## config.mk

```make
export PLATFORM = sky130hd
export DESIGN_NAME = stable_priority_event_queue_unit
export DESIGN_NICKNAME = d
export VERILOG_FILES = /design/src/hw/rtl/spq_pkg.sv /design/src/hw/rtl/spq_cmp.sv /design/src/hw/rtl/stable_priority_event_queue_unit.sv
export SDC_FILE = /design/constraint.sdc
export NUM_CORES = 2
export LEC_CHECK = 0
export BUFFER_PORTS_ARGS = -buffer_cell sky130_fd_sc_hd__buf_4
export CAP_MARGIN = 25
export CORE_MARGIN = 2
export CORE_UTILIZATION = 57
export DETAILED_ROUTE_END_ITERATION = 10
export PLACE_DENSITY_LB_ADDON = 0.25
export SLEW_MARGIN = 20
export SYNTH_ARGS = -nofsm -noshare
export SYNTH_HDL_FRONTEND = slang
export SYNTH_SLANG_ARGS = --single-unit
```

## constraint.sdc

```tcl
create_clock -name clk -period 5.6 [get_ports clk]
set_input_delay 0.56 -clock clk [delete_from_list [all_inputs] [get_ports clk]]
set_output_delay 0.56 -clock clk [all_outputs]
set_load 0.02 [all_outputs]
```

## src/hw/rtl/spq_pkg.sv

```systemverilog
// ----------------------------------------------------------------------------
// spq_pkg: shared types and codes of the stable priority event queue
// Request and result item layouts, slot entry layout, opcodes, status codes.
// ----------------------------------------------------------------------------
package spq_pkg;

  localparam logic OP_INSERT = 1'b0;
  localparam logic OP_TAKE   = 1'b1;

  localparam logic [1:0] ST_INSERTED = 2'd0;
  localparam logic [1:0] ST_FULL     = 2'd1;
  localparam logic [1:0] ST_TAKEN    = 2'd2;
  localparam logic [1:0] ST_NONE     = 2'd3;

  typedef struct packed {
    logic               op;
    logic        [15:0] event_tag;
    logic signed [15:0] priority_req;
    logic        [15:0] receiver;
    logic        [15:0] event_type;
    logic               match_any_type;
    logic               keep_slots;
    logic        [5:0]  insertion_offset;
  } in_item_t;

  typedef struct packed {
    logic        [1:0]  status;
    logic        [15:0] out_tag;
    logic signed [15:0] out_priority;
    logic        [15:0] out_type;
    logic               last;
  } out_item_t;

  // kind: 1 live, 0 tombstone
  typedef struct packed {
    logic        [15:0] tag;
    logic signed [15:0] prio;
    logic        [15:0] rcv;
    logic        [15:0] typ;
    logic               kind;
  } slot_entry_t;

  typedef struct packed {
    logic live;
    logic ge;
    logic hit;
  } cmp_res_t;

endpackage

```

## src/hw/rtl/spq_cmp.sv

```systemverilog
// ----------------------------------------------------------------------------
// spq_cmp: slot compare unit
// Compares one slot entry against the current request: priority order for
// inserts, receiver and type match for takes.
// ----------------------------------------------------------------------------
module spq_cmp import spq_pkg::*; (
  input  slot_entry_t entry,
  input  in_item_t    req,
  output cmp_res_t    res
);

  always_comb begin
    res.live = entry.kind;
    res.ge   = (entry.prio >= req.priority_req);
    res.hit  = entry.kind && (entry.rcv == req.receiver) &&
               (req.match_any_type || (entry.typ == req.event_type));
  end

endmodule

```

## src/hw/rtl/stable_priority_event_queue_unit.sv

```systemverilog
// ----------------------------------------------------------------------------
// stable_priority_event_queue_unit: ordered slot table of posted events
// Inserts rank by descending priority from the offset on, stable among equals;
// takes pull matching live entries in order, compacting or leaving tombstones.
// ----------------------------------------------------------------------------
//  channel  direction  handshake            payload
//  in       input      in_valid / in_stall  in_item_t  (op, tag, priority, ...)
//  out      output     out_valid/out_stall  out_item_t (status, tag, ..., last)
//
//  one item at a time; the slot memory (one read, one write per cycle)
//  sets the pace: takes read every used slot, inserts may scan and shift
//  each take result also waits for the output register to be free
//  reset empties the table at once (used count to zero), no clearing pass
//  a held result does not block the next request from being accepted
// ----------------------------------------------------------------------------
module stable_priority_event_queue_unit import spq_pkg::*; #(
  parameter int SLOTS = 32
) (
  input  logic      clk,
  input  logic      rst_n,
  input  logic      in_valid,
  output logic      in_stall,
  input  in_item_t  in_data,
  output logic      out_valid,
  input  logic      out_stall,
  output out_item_t out_data
);

  localparam int AW = $clog2(SLOTS);
  localparam int CW = $clog2(SLOTS + 1);
  localparam int XW = (CW > 6) ? CW : 6;

  localparam logic [2:0] S_IDLE    = 3'd0;
  localparam logic [2:0] S_RESP    = 3'd1;
  localparam logic [2:0] S_I_LAST  = 3'd2;
  localparam logic [2:0] S_I_SCAN  = 3'd3;
  localparam logic [2:0] S_I_SHIFT = 3'd4;
  localparam logic [2:0] S_I_PUT   = 3'd5;
  localparam logic [2:0] S_T_EVAL  = 3'd6;
  localparam logic [2:0] S_T_END   = 3'd7;

  logic [2:0]    state_r, state_nxt;
  in_item_t      req_r, req_nxt;
  logic [CW-1:0] used_r, used_nxt;
  logic [CW-1:0] idx_r, idx_nxt;
  logic [CW-1:0] wr_r, wr_nxt;
  logic [1:0]    resp_st_r, resp_st_nxt;
  logic          pend_valid_r, pend_valid_nxt;
  out_item_t     pend_r, pend_nxt;
  logic          out_valid_r, out_valid_nxt;
  out_item_t     out_data_r, out_data_nxt;

  logic          out_load;
  out_item_t     out_load_data;
  logic          out_free;
  logic          accept;

  slot_entry_t   slot_mem [SLOTS];
  slot_entry_t   mem_rdata_r;
  logic          mem_re, mem_we;
  logic [AW-1:0] mem_raddr, mem_waddr;
  slot_entry_t   mem_wdata;

  cmp_res_t      cmp;
  logic [XW-1:0] off_x, used_x;
  logic [CW-1:0] idx_inc, wr_dec;
  slot_entry_t   new_entry;
  slot_entry_t   tomb_entry;

  function automatic logic [AW-1:0] wr_addr(input logic [CW-1:0] cnt);
    return cnt[AW-1:0];
  endfunction

  spq_cmp u_cmp (
    .entry (mem_rdata_r),
    .req   (req_r),
    .res   (cmp)
  );

  assign in_stall  = (state_r != S_IDLE);
  assign accept    = in_valid && !in_stall;
  assign out_free  = !out_valid_r || !out_stall;
  assign out_valid = out_valid_r;
  assign out_data  = out_data_r;

  assign off_x   = XW'(in_data.insertion_offset);
  assign used_x  = XW'(used_r);
  assign idx_inc = idx_r + CW'(1);
  assign wr_dec  = wr_r - CW'(1);

  always_comb begin
    new_entry.tag  = req_r.event_tag;
    new_entry.prio = req_r.priority_req;
    new_entry.rcv  = req_r.receiver;
    new_entry.typ  = req_r.event_type;
    new_entry.kind = 1'b1;
    tomb_entry      = mem_rdata_r;
    tomb_entry.kind = 1'b0;
  end

  // slot memory: one write and one registered read per cycle
  always_ff @(posedge clk) begin
    if (mem_we) begin
      slot_mem[mem_waddr] <= mem_wdata;
    end
    if (mem_re) begin
      mem_rdata_r <= slot_mem[mem_raddr];
    end
  end

  always_comb begin
    state_nxt      = state_r;
    req_nxt        = req_r;
    used_nxt       = used_r;
    idx_nxt        = idx_r;
    wr_nxt         = wr_r;
    resp_st_nxt    = resp_st_r;
    pend_valid_nxt = pend_valid_r;
    pend_nxt       = pend_r;
    out_load       = 1'b0;
    out_load_data  = '0;
    mem_re         = 1'b0;
    mem_raddr      = '0;
    mem_we         = 1'b0;
    mem_waddr      = '0;
    mem_wdata      = mem_rdata_r;

    unique case (state_r)
      S_IDLE: begin
        if (accept) begin
          req_nxt = in_data;
          if (in_data.op == OP_TAKE) begin
            idx_nxt        = '0;
            wr_nxt         = '0;
            pend_valid_nxt = 1'b0;
            if (used_r == '0) begin
              state_nxt = S_T_END;
            end else begin
              mem_re    = 1'b1;
              mem_raddr = '0;
              state_nxt = S_T_EVAL;
            end
          end else if (used_r == CW'(SLOTS)) begin
            resp_st_nxt = ST_FULL;
            state_nxt   = S_RESP;
          end else if (used_r == '0 || off_x >= used_x) begin
            idx_nxt   = used_r;
            state_nxt = S_I_PUT;
          end else begin
            mem_re    = 1'b1;
            mem_raddr = wr_addr(used_r - CW'(1));
            state_nxt = S_I_LAST;
          end
        end
      end
      S_I_LAST: begin
        if (cmp.live && cmp.ge) begin
          idx_nxt   = used_r;
          state_nxt = S_I_PUT;
        end else begin
          idx_nxt   = CW'(req_r.insertion_offset);
          mem_re    = 1'b1;
          mem_raddr = wr_addr(CW'(req_r.insertion_offset));
          state_nxt = S_I_SCAN;
        end
      end
      S_I_SCAN: begin
        if (!cmp.live || cmp.ge) begin
          idx_nxt = idx_inc;
          if (idx_inc < used_r) begin
            mem_re    = 1'b1;
            mem_raddr = wr_addr(idx_inc);
          end else begin
            state_nxt = S_I_PUT;
          end
        end else begin
          // open a gap at idx by moving the tail up one slot
          wr_nxt    = used_r;
          mem_re    = 1'b1;
          mem_raddr = wr_addr(used_r - CW'(1));
          state_nxt = S_I_SHIFT;
        end
      end
      S_I_SHIFT: begin
        mem_we    = 1'b1;
        mem_waddr = wr_addr(wr_r);
        mem_wdata = mem_rdata_r;
        wr_nxt    = wr_dec;
        if (wr_dec > idx_r) begin
          mem_re    = 1'b1;
          mem_raddr = wr_addr(wr_dec - CW'(1));
        end else begin
          state_nxt = S_I_PUT;
        end
      end
      S_I_PUT: begin
        mem_we      = 1'b1;
        mem_waddr   = wr_addr(idx_r);
        mem_wdata   = new_entry;
        used_nxt    = used_r + CW'(1);
        resp_st_nxt = ST_INSERTED;
        state_nxt   = S_RESP;
      end
      S_RESP: begin
        if (out_free) begin
          out_load             = 1'b1;
          out_load_data.status = resp_st_r;
          out_load_data.last   = 1'b1;
          state_nxt            = S_IDLE;
        end
      end
      S_T_EVAL: begin
        // a hit holds back one result so the final one can carry last
        if (!cmp.hit || !pend_valid_r || out_free) begin
          if (cmp.hit) begin
            if (pend_valid_r) begin
              out_load      = 1'b1;
              out_load_data = pend_r;
            end
            pend_valid_nxt        = 1'b1;
            pend_nxt.status       = ST_TAKEN;
            pend_nxt.out_tag      = mem_rdata_r.tag;
            pend_nxt.out_priority = mem_rdata_r.prio;
            pend_nxt.out_type     = mem_rdata_r.typ;
            pend_nxt.last         = 1'b0;
            if (req_r.keep_slots) begin
              mem_we    = 1'b1;
              mem_waddr = wr_addr(wr_r);
              mem_wdata = tomb_entry;
              wr_nxt    = wr_r + CW'(1);
            end
          end else begin
            mem_we    = 1'b1;
            mem_waddr = wr_addr(wr_r);
            mem_wdata = mem_rdata_r;
            wr_nxt    = wr_r + CW'(1);
          end
          idx_nxt = idx_inc;
          if (idx_inc < used_r) begin
            mem_re    = 1'b1;
            mem_raddr = wr_addr(idx_inc);
          end else begin
            state_nxt = S_T_END;
          end
        end
      end
      S_T_END: begin
        if (out_free) begin
          out_load = 1'b1;
          if (pend_valid_r) begin
            out_load_data      = pend_r;
            out_load_data.last = 1'b1;
          end else begin
            out_load_data.status = ST_NONE;
            out_load_data.last   = 1'b1;
          end
          used_nxt       = wr_r;
          pend_valid_nxt = 1'b0;
          state_nxt      = S_IDLE;
        end
      end
      default: begin
        state_nxt = S_IDLE;
      end
    endcase
  end

  always_comb begin
    out_valid_nxt = out_load || (out_valid_r && out_stall);
    out_data_nxt  = out_load ? out_load_data : out_data_r;
  end

  always_ff @(posedge clk) begin
    if (!rst_n) begin
      state_r      <= S_IDLE;
      used_r       <= '0;
      idx_r        <= '0;
      wr_r         <= '0;
      resp_st_r    <= ST_INSERTED;
      pend_valid_r <= 1'b0;
      out_valid_r  <= 1'b0;
    end else begin
      state_r      <= state_nxt;
      used_r       <= used_nxt;
      idx_r        <= idx_nxt;
      wr_r         <= wr_nxt;
      resp_st_r    <= resp_st_nxt;
      pend_valid_r <= pend_valid_nxt;
      out_valid_r  <= out_valid_nxt;
    end
  end

  always_ff @(posedge clk) begin
    req_r      <= req_nxt;
    pend_r     <= pend_nxt;
    out_data_r <= out_data_nxt;
  end

  a_used_bound: assert property (@(posedge clk) disable iff (!rst_n)
    used_r <= CW'(SLOTS))
    else $error("used count beyond table size");

  a_pend_in_take: assert property (@(posedge clk) disable iff (!rst_n)
    pend_valid_r |-> (state_r == S_T_EVAL || state_r == S_T_END))
    else $error("held take result outside a take");

  a_compact_order: assert property (@(posedge clk) disable iff (!rst_n)
    (state_r == S_T_EVAL) |-> (wr_r <= idx_r))
    else $error("compaction write pointer ahead of read pointer");

  a_shift_range: assert property (@(posedge clk) disable iff (!rst_n)
    (state_r == S_I_SHIFT) |-> (wr_r > idx_r && wr_r <= used_r))
    else $error("tail shift outside its range");

endmodule

```

==> run_results.csv <==
group,metric,value,unit
status,outcome,"finished, final reports clean",
drt,wirelength,268800,um
cells_and_area,design_area,0.1075,mm2
grt,grt_start_max_net_pins,141,
sta,final_max_slew_viol_count,0,
drt,drc,0,
place,hpwl,149400,um
drt,route.vias.total,59820,
cells_and_area,antennaDiodeCount,0,
floorplanning,core-area,0.1602,mm2
floorplanning,die_area,0.1640,mm2
floorplanning,die_w,405.0,um
logic_synthesis,syn_nets,6693,
logic_synthesis,synth_xor_area_share,0.4587,%
place,postPlaceCellArea,0.09961,mm2
cells_and_area,final_cell_mix,"2316 x edfxtp_1, 1962 x nand2_1, 600 x nand3_1",
cells_and_area,nets,7163,
min_path,hp-class,"primary input to flop",
logic_synthesis,synth_cells,6576,
cells_and_area,nFillCells,10680,
grt,grt_pass1_wl,384700,um
sta,period_needed,5498,ps
sta,setup_violations,0,
logic_synthesis,synth_edf_count,2316,
worst_setup_path,worstPathArrival,6060,ps
grt,grt_pass1_vias,56670,
sta,hold_viol_final,0,
logic_synthesis,yosysWarnings,0,
sta,fin_crit_sh,98.19,%
grt,grt_overflow,0,
grt,grt_usage,32.49,%
drt,drtPass1Iterations,6,
sta,fin_skew,65.63,ps
worst_setup_path,worstSetupPathType,"flop to flop",
clocking,cts.htree.levels,4,
clocking,cts_num_sinks,2340,
logic_synthesis,syn_area,0.09165,mm2
floorplanning,num_rows,147,
logic_synthesis,synth-compound-area-share,4.668,%
sta,max_freq,181.9,MHz
worst_setup_path,ff2ff_setup_slack,100,ps
clocking,clockBufferDepth,3,
run,cap_violations,0,
worst_setup_path,cp.required,6160,ps
sta,worst_slew_pin_slew,1196,ps
floorplanning,ios,130,
power_and_ir_drop,leakage,37.40,nW
logic_synthesis,avgSynthCellArea,13.94,um2
floorplanning,start_util,57.21,%
logic_synthesis,synth_top_family_by_area,"simple AND/OR/NAND/NOR gates",
clocking,clk_latency,860,ps
logic_synthesis,synth_mux_area_share,1.889,%
place,gp_congestion,0.9102,
sta,rsz0062_at_grt,"no",
clocking,root_buffer,"clkbuf_16",
cells_and_area,area_growth,17.27,%
cells_and_area,drive_gt1_share,12.98,%
clocking,cts_tree,"built",
worst_setup_path,crit_fanout,15,
place,port_buffers,129,
clocking,cts.clk_slew.worst_paths,60,ps
worst_setup_path,critPathLaunchType,"flop",
cells_and_area,fin_util,67.09,%
logic_synthesis,synth.distinct_cells,73,
drt,ant_nets,0,
logic_synthesis,ys_seq_area_share,76.41,%
drt,drt_iter0_drc,8743,
logic_synthesis,synthAdderAreaFrac,0.5461,%
drt,wl_per_cell,28.62,um
worst_setup_path,critPathCaptureType,"flop",
clocking,postCtsSetupBuffers,0,
sta,tns,0,ps
logic_synthesis,synth-simple-area-share,13.99,%
sta,slew_headroom,20.28,%
power_and_ir_drop,pwr_density_cell,566.8,mW/mm2
drt,vias_per_cell,6.370,
clocking,cts_buffers,224,
logic_synthesis,synthArstFlopShare,0,%
cells_and_area,final_common_cell,"edfxtp_1",
floorplanning,die_h,405.0,um
power_and_ir_drop,ir_worst_vdd,548.9,uV
logic_synthesis,synth-seq-cells,2340,
logic_synthesis,synth_flop_cell,"edfxtp_1",
grt,antenna_found_initial,3,
==> Yosys cell counts, drive strengths merged, types with 12 or more instances <==
cell | instances | area (um2)
nor2b | 15 | 93.84
edfxtp | 2316 | 69550
inv | 42 | 157.7
a21oi | 28 | 140.1
and4 | 53 | 464.2
nor2 | 63 | 236.5
xor2 | 35 | 306.5
a31oi | 224 | 1401
xnor2 | 13 | 113.9
clkbuf | 204 | 765.7
mux2i | 173 | 1732
and2 | 57 | 356.6
o21ai | 52 | 260.3
and3 | 19 | 123.9
nand3 | 600 | 3003
ha | 40 | 500.5
buf | 190 | 945.9
a311o | 13 | 130.1
nand4 | 137 | 857.1
nor3 | 12 | 65.06
nand2 | 1965 | 7376
a32oi | 174 | 1524
dfxtp | 24 | 480.5
==> report_power, final <==
part,leakage [nW],switching (mW),total (mW),internal (mW)
clock network,3.45,6.50,14.6,8.13
registers,21.1,0.699,24.9,24.2
logic,12.8,14.7,21.4,6.73
total,37.4,21.9,60.9,39.0
==> what timing repair did <==
item                                    in CTS  in global routing
endpoints found under the hold margin       72                  0
hold buffers                                72                  0
endpoints found under the setup margin       0                 64
resized for setup                            0                  1
==> critical path, cell delays in order, from the launching register on <==
cell	delay (ps)
edfxtp_1	550
ha_1	400
nand4_1	300
or4_1	670
a21o_1	330
a31oi_1	630
o21ai_1	360
a21boi_1	250
a2111oi_4	400
buf_12	230
buf_4	300
nand3_1	110
and4_1	200
a31oi_1	230
nand3_1	200
==> path summary, 6_finish.rpt <==
path / cells past startpoint / end / from
worst max register to register: 14 / mem_rdata_r[37]$_DFFE_PP_ / mem_rdata_r[48]$_DFFE_PP_
worst min-delay path: 3 / resp_st_r[0]$_SDFFE_PN0P_ / rst_n
worst max-delay path: 14 / mem_rdata_r[37]$_DFFE_PP_ / mem_rdata_r[48]$_DFFE_PP_
worst min register to register: 0 / pend_r[34]$_DFFE_PP_ / mem_rdata_r[50]$_DFFE_PP_
==> kinds of logic (layout without fill, tap and decap cells) <==
| logic type | after synthesis | after routing |
|---|---|---|
| and+or+nand+nor | 2958 | 2958 |
| DFF | 2340 | 2340 |
| AOI/OAI and AO/OA | 581 | 581 |
| buffers and inverters | 436 | 1092 |
| muxes | 173 | 173 |
| xor gates and xnor gates | 48 | 48 |
| adders and majority gates | 40 | 40 |
==> metal layers <==
metal / GRT usage (%) / vias to the layer above / share of wire (%) / routed length, um
li1: - / 25450 / - / -
met2: 50.65 / 3980 / 46 / 124700
met1: 46.11 / 29790 / 38 / 101600
met4: 11.24 / 0 / 3.5 / 9332
met5: 0 / - / 0 / 0
met3: 6.521 / 607 / 12 / 33170
==> metrics by stage <==
stage / setup slack [ps] / instances / hold slack, ps / total power [mW]
finish: 101.5 / 9392 / 132.0 / 60.92
global route: 47.91 / 9392 / 108.3 / 63.24
CTS: 48.10 / 9386 / 86.38 / 60.58
detailed placement: 105.1 / 8902 / 458.9 / 46.05
floorplan: 229.1 / 6576 / 426.2 / 37.03
global placement: 204.5 / 8901 / 461.4 / 45.62
==> state kept, by name (all words and copies together), names as in the netlist <==
signal,count
out_data,51
pend_valid_r,1
slot_mem,2080
used_r,6
out_valid,1
state_r,3
req_r,8
idx_r,6
resp_st_r,1
new_entry,64
mem_rdata_r,65
pend_r,48
wr_r,6
==> cell type report <==
cell class | instances | area [um2] | area share [%]
multi-input cells | 3800 | 20110 | 18.71
clock inverters | 142 | 1229 | 1.143
flip-flops and latches | 2340 | 70030 | 65.15
repair buffers | 638 | 7435 | 6.917
clock buffers | 270 | 5821 | 5.415
inverters | 42 | 157.7 | 0.1467
well taps | 2160 | 2703 | 2.514
(Power assumes the default switching activity.)
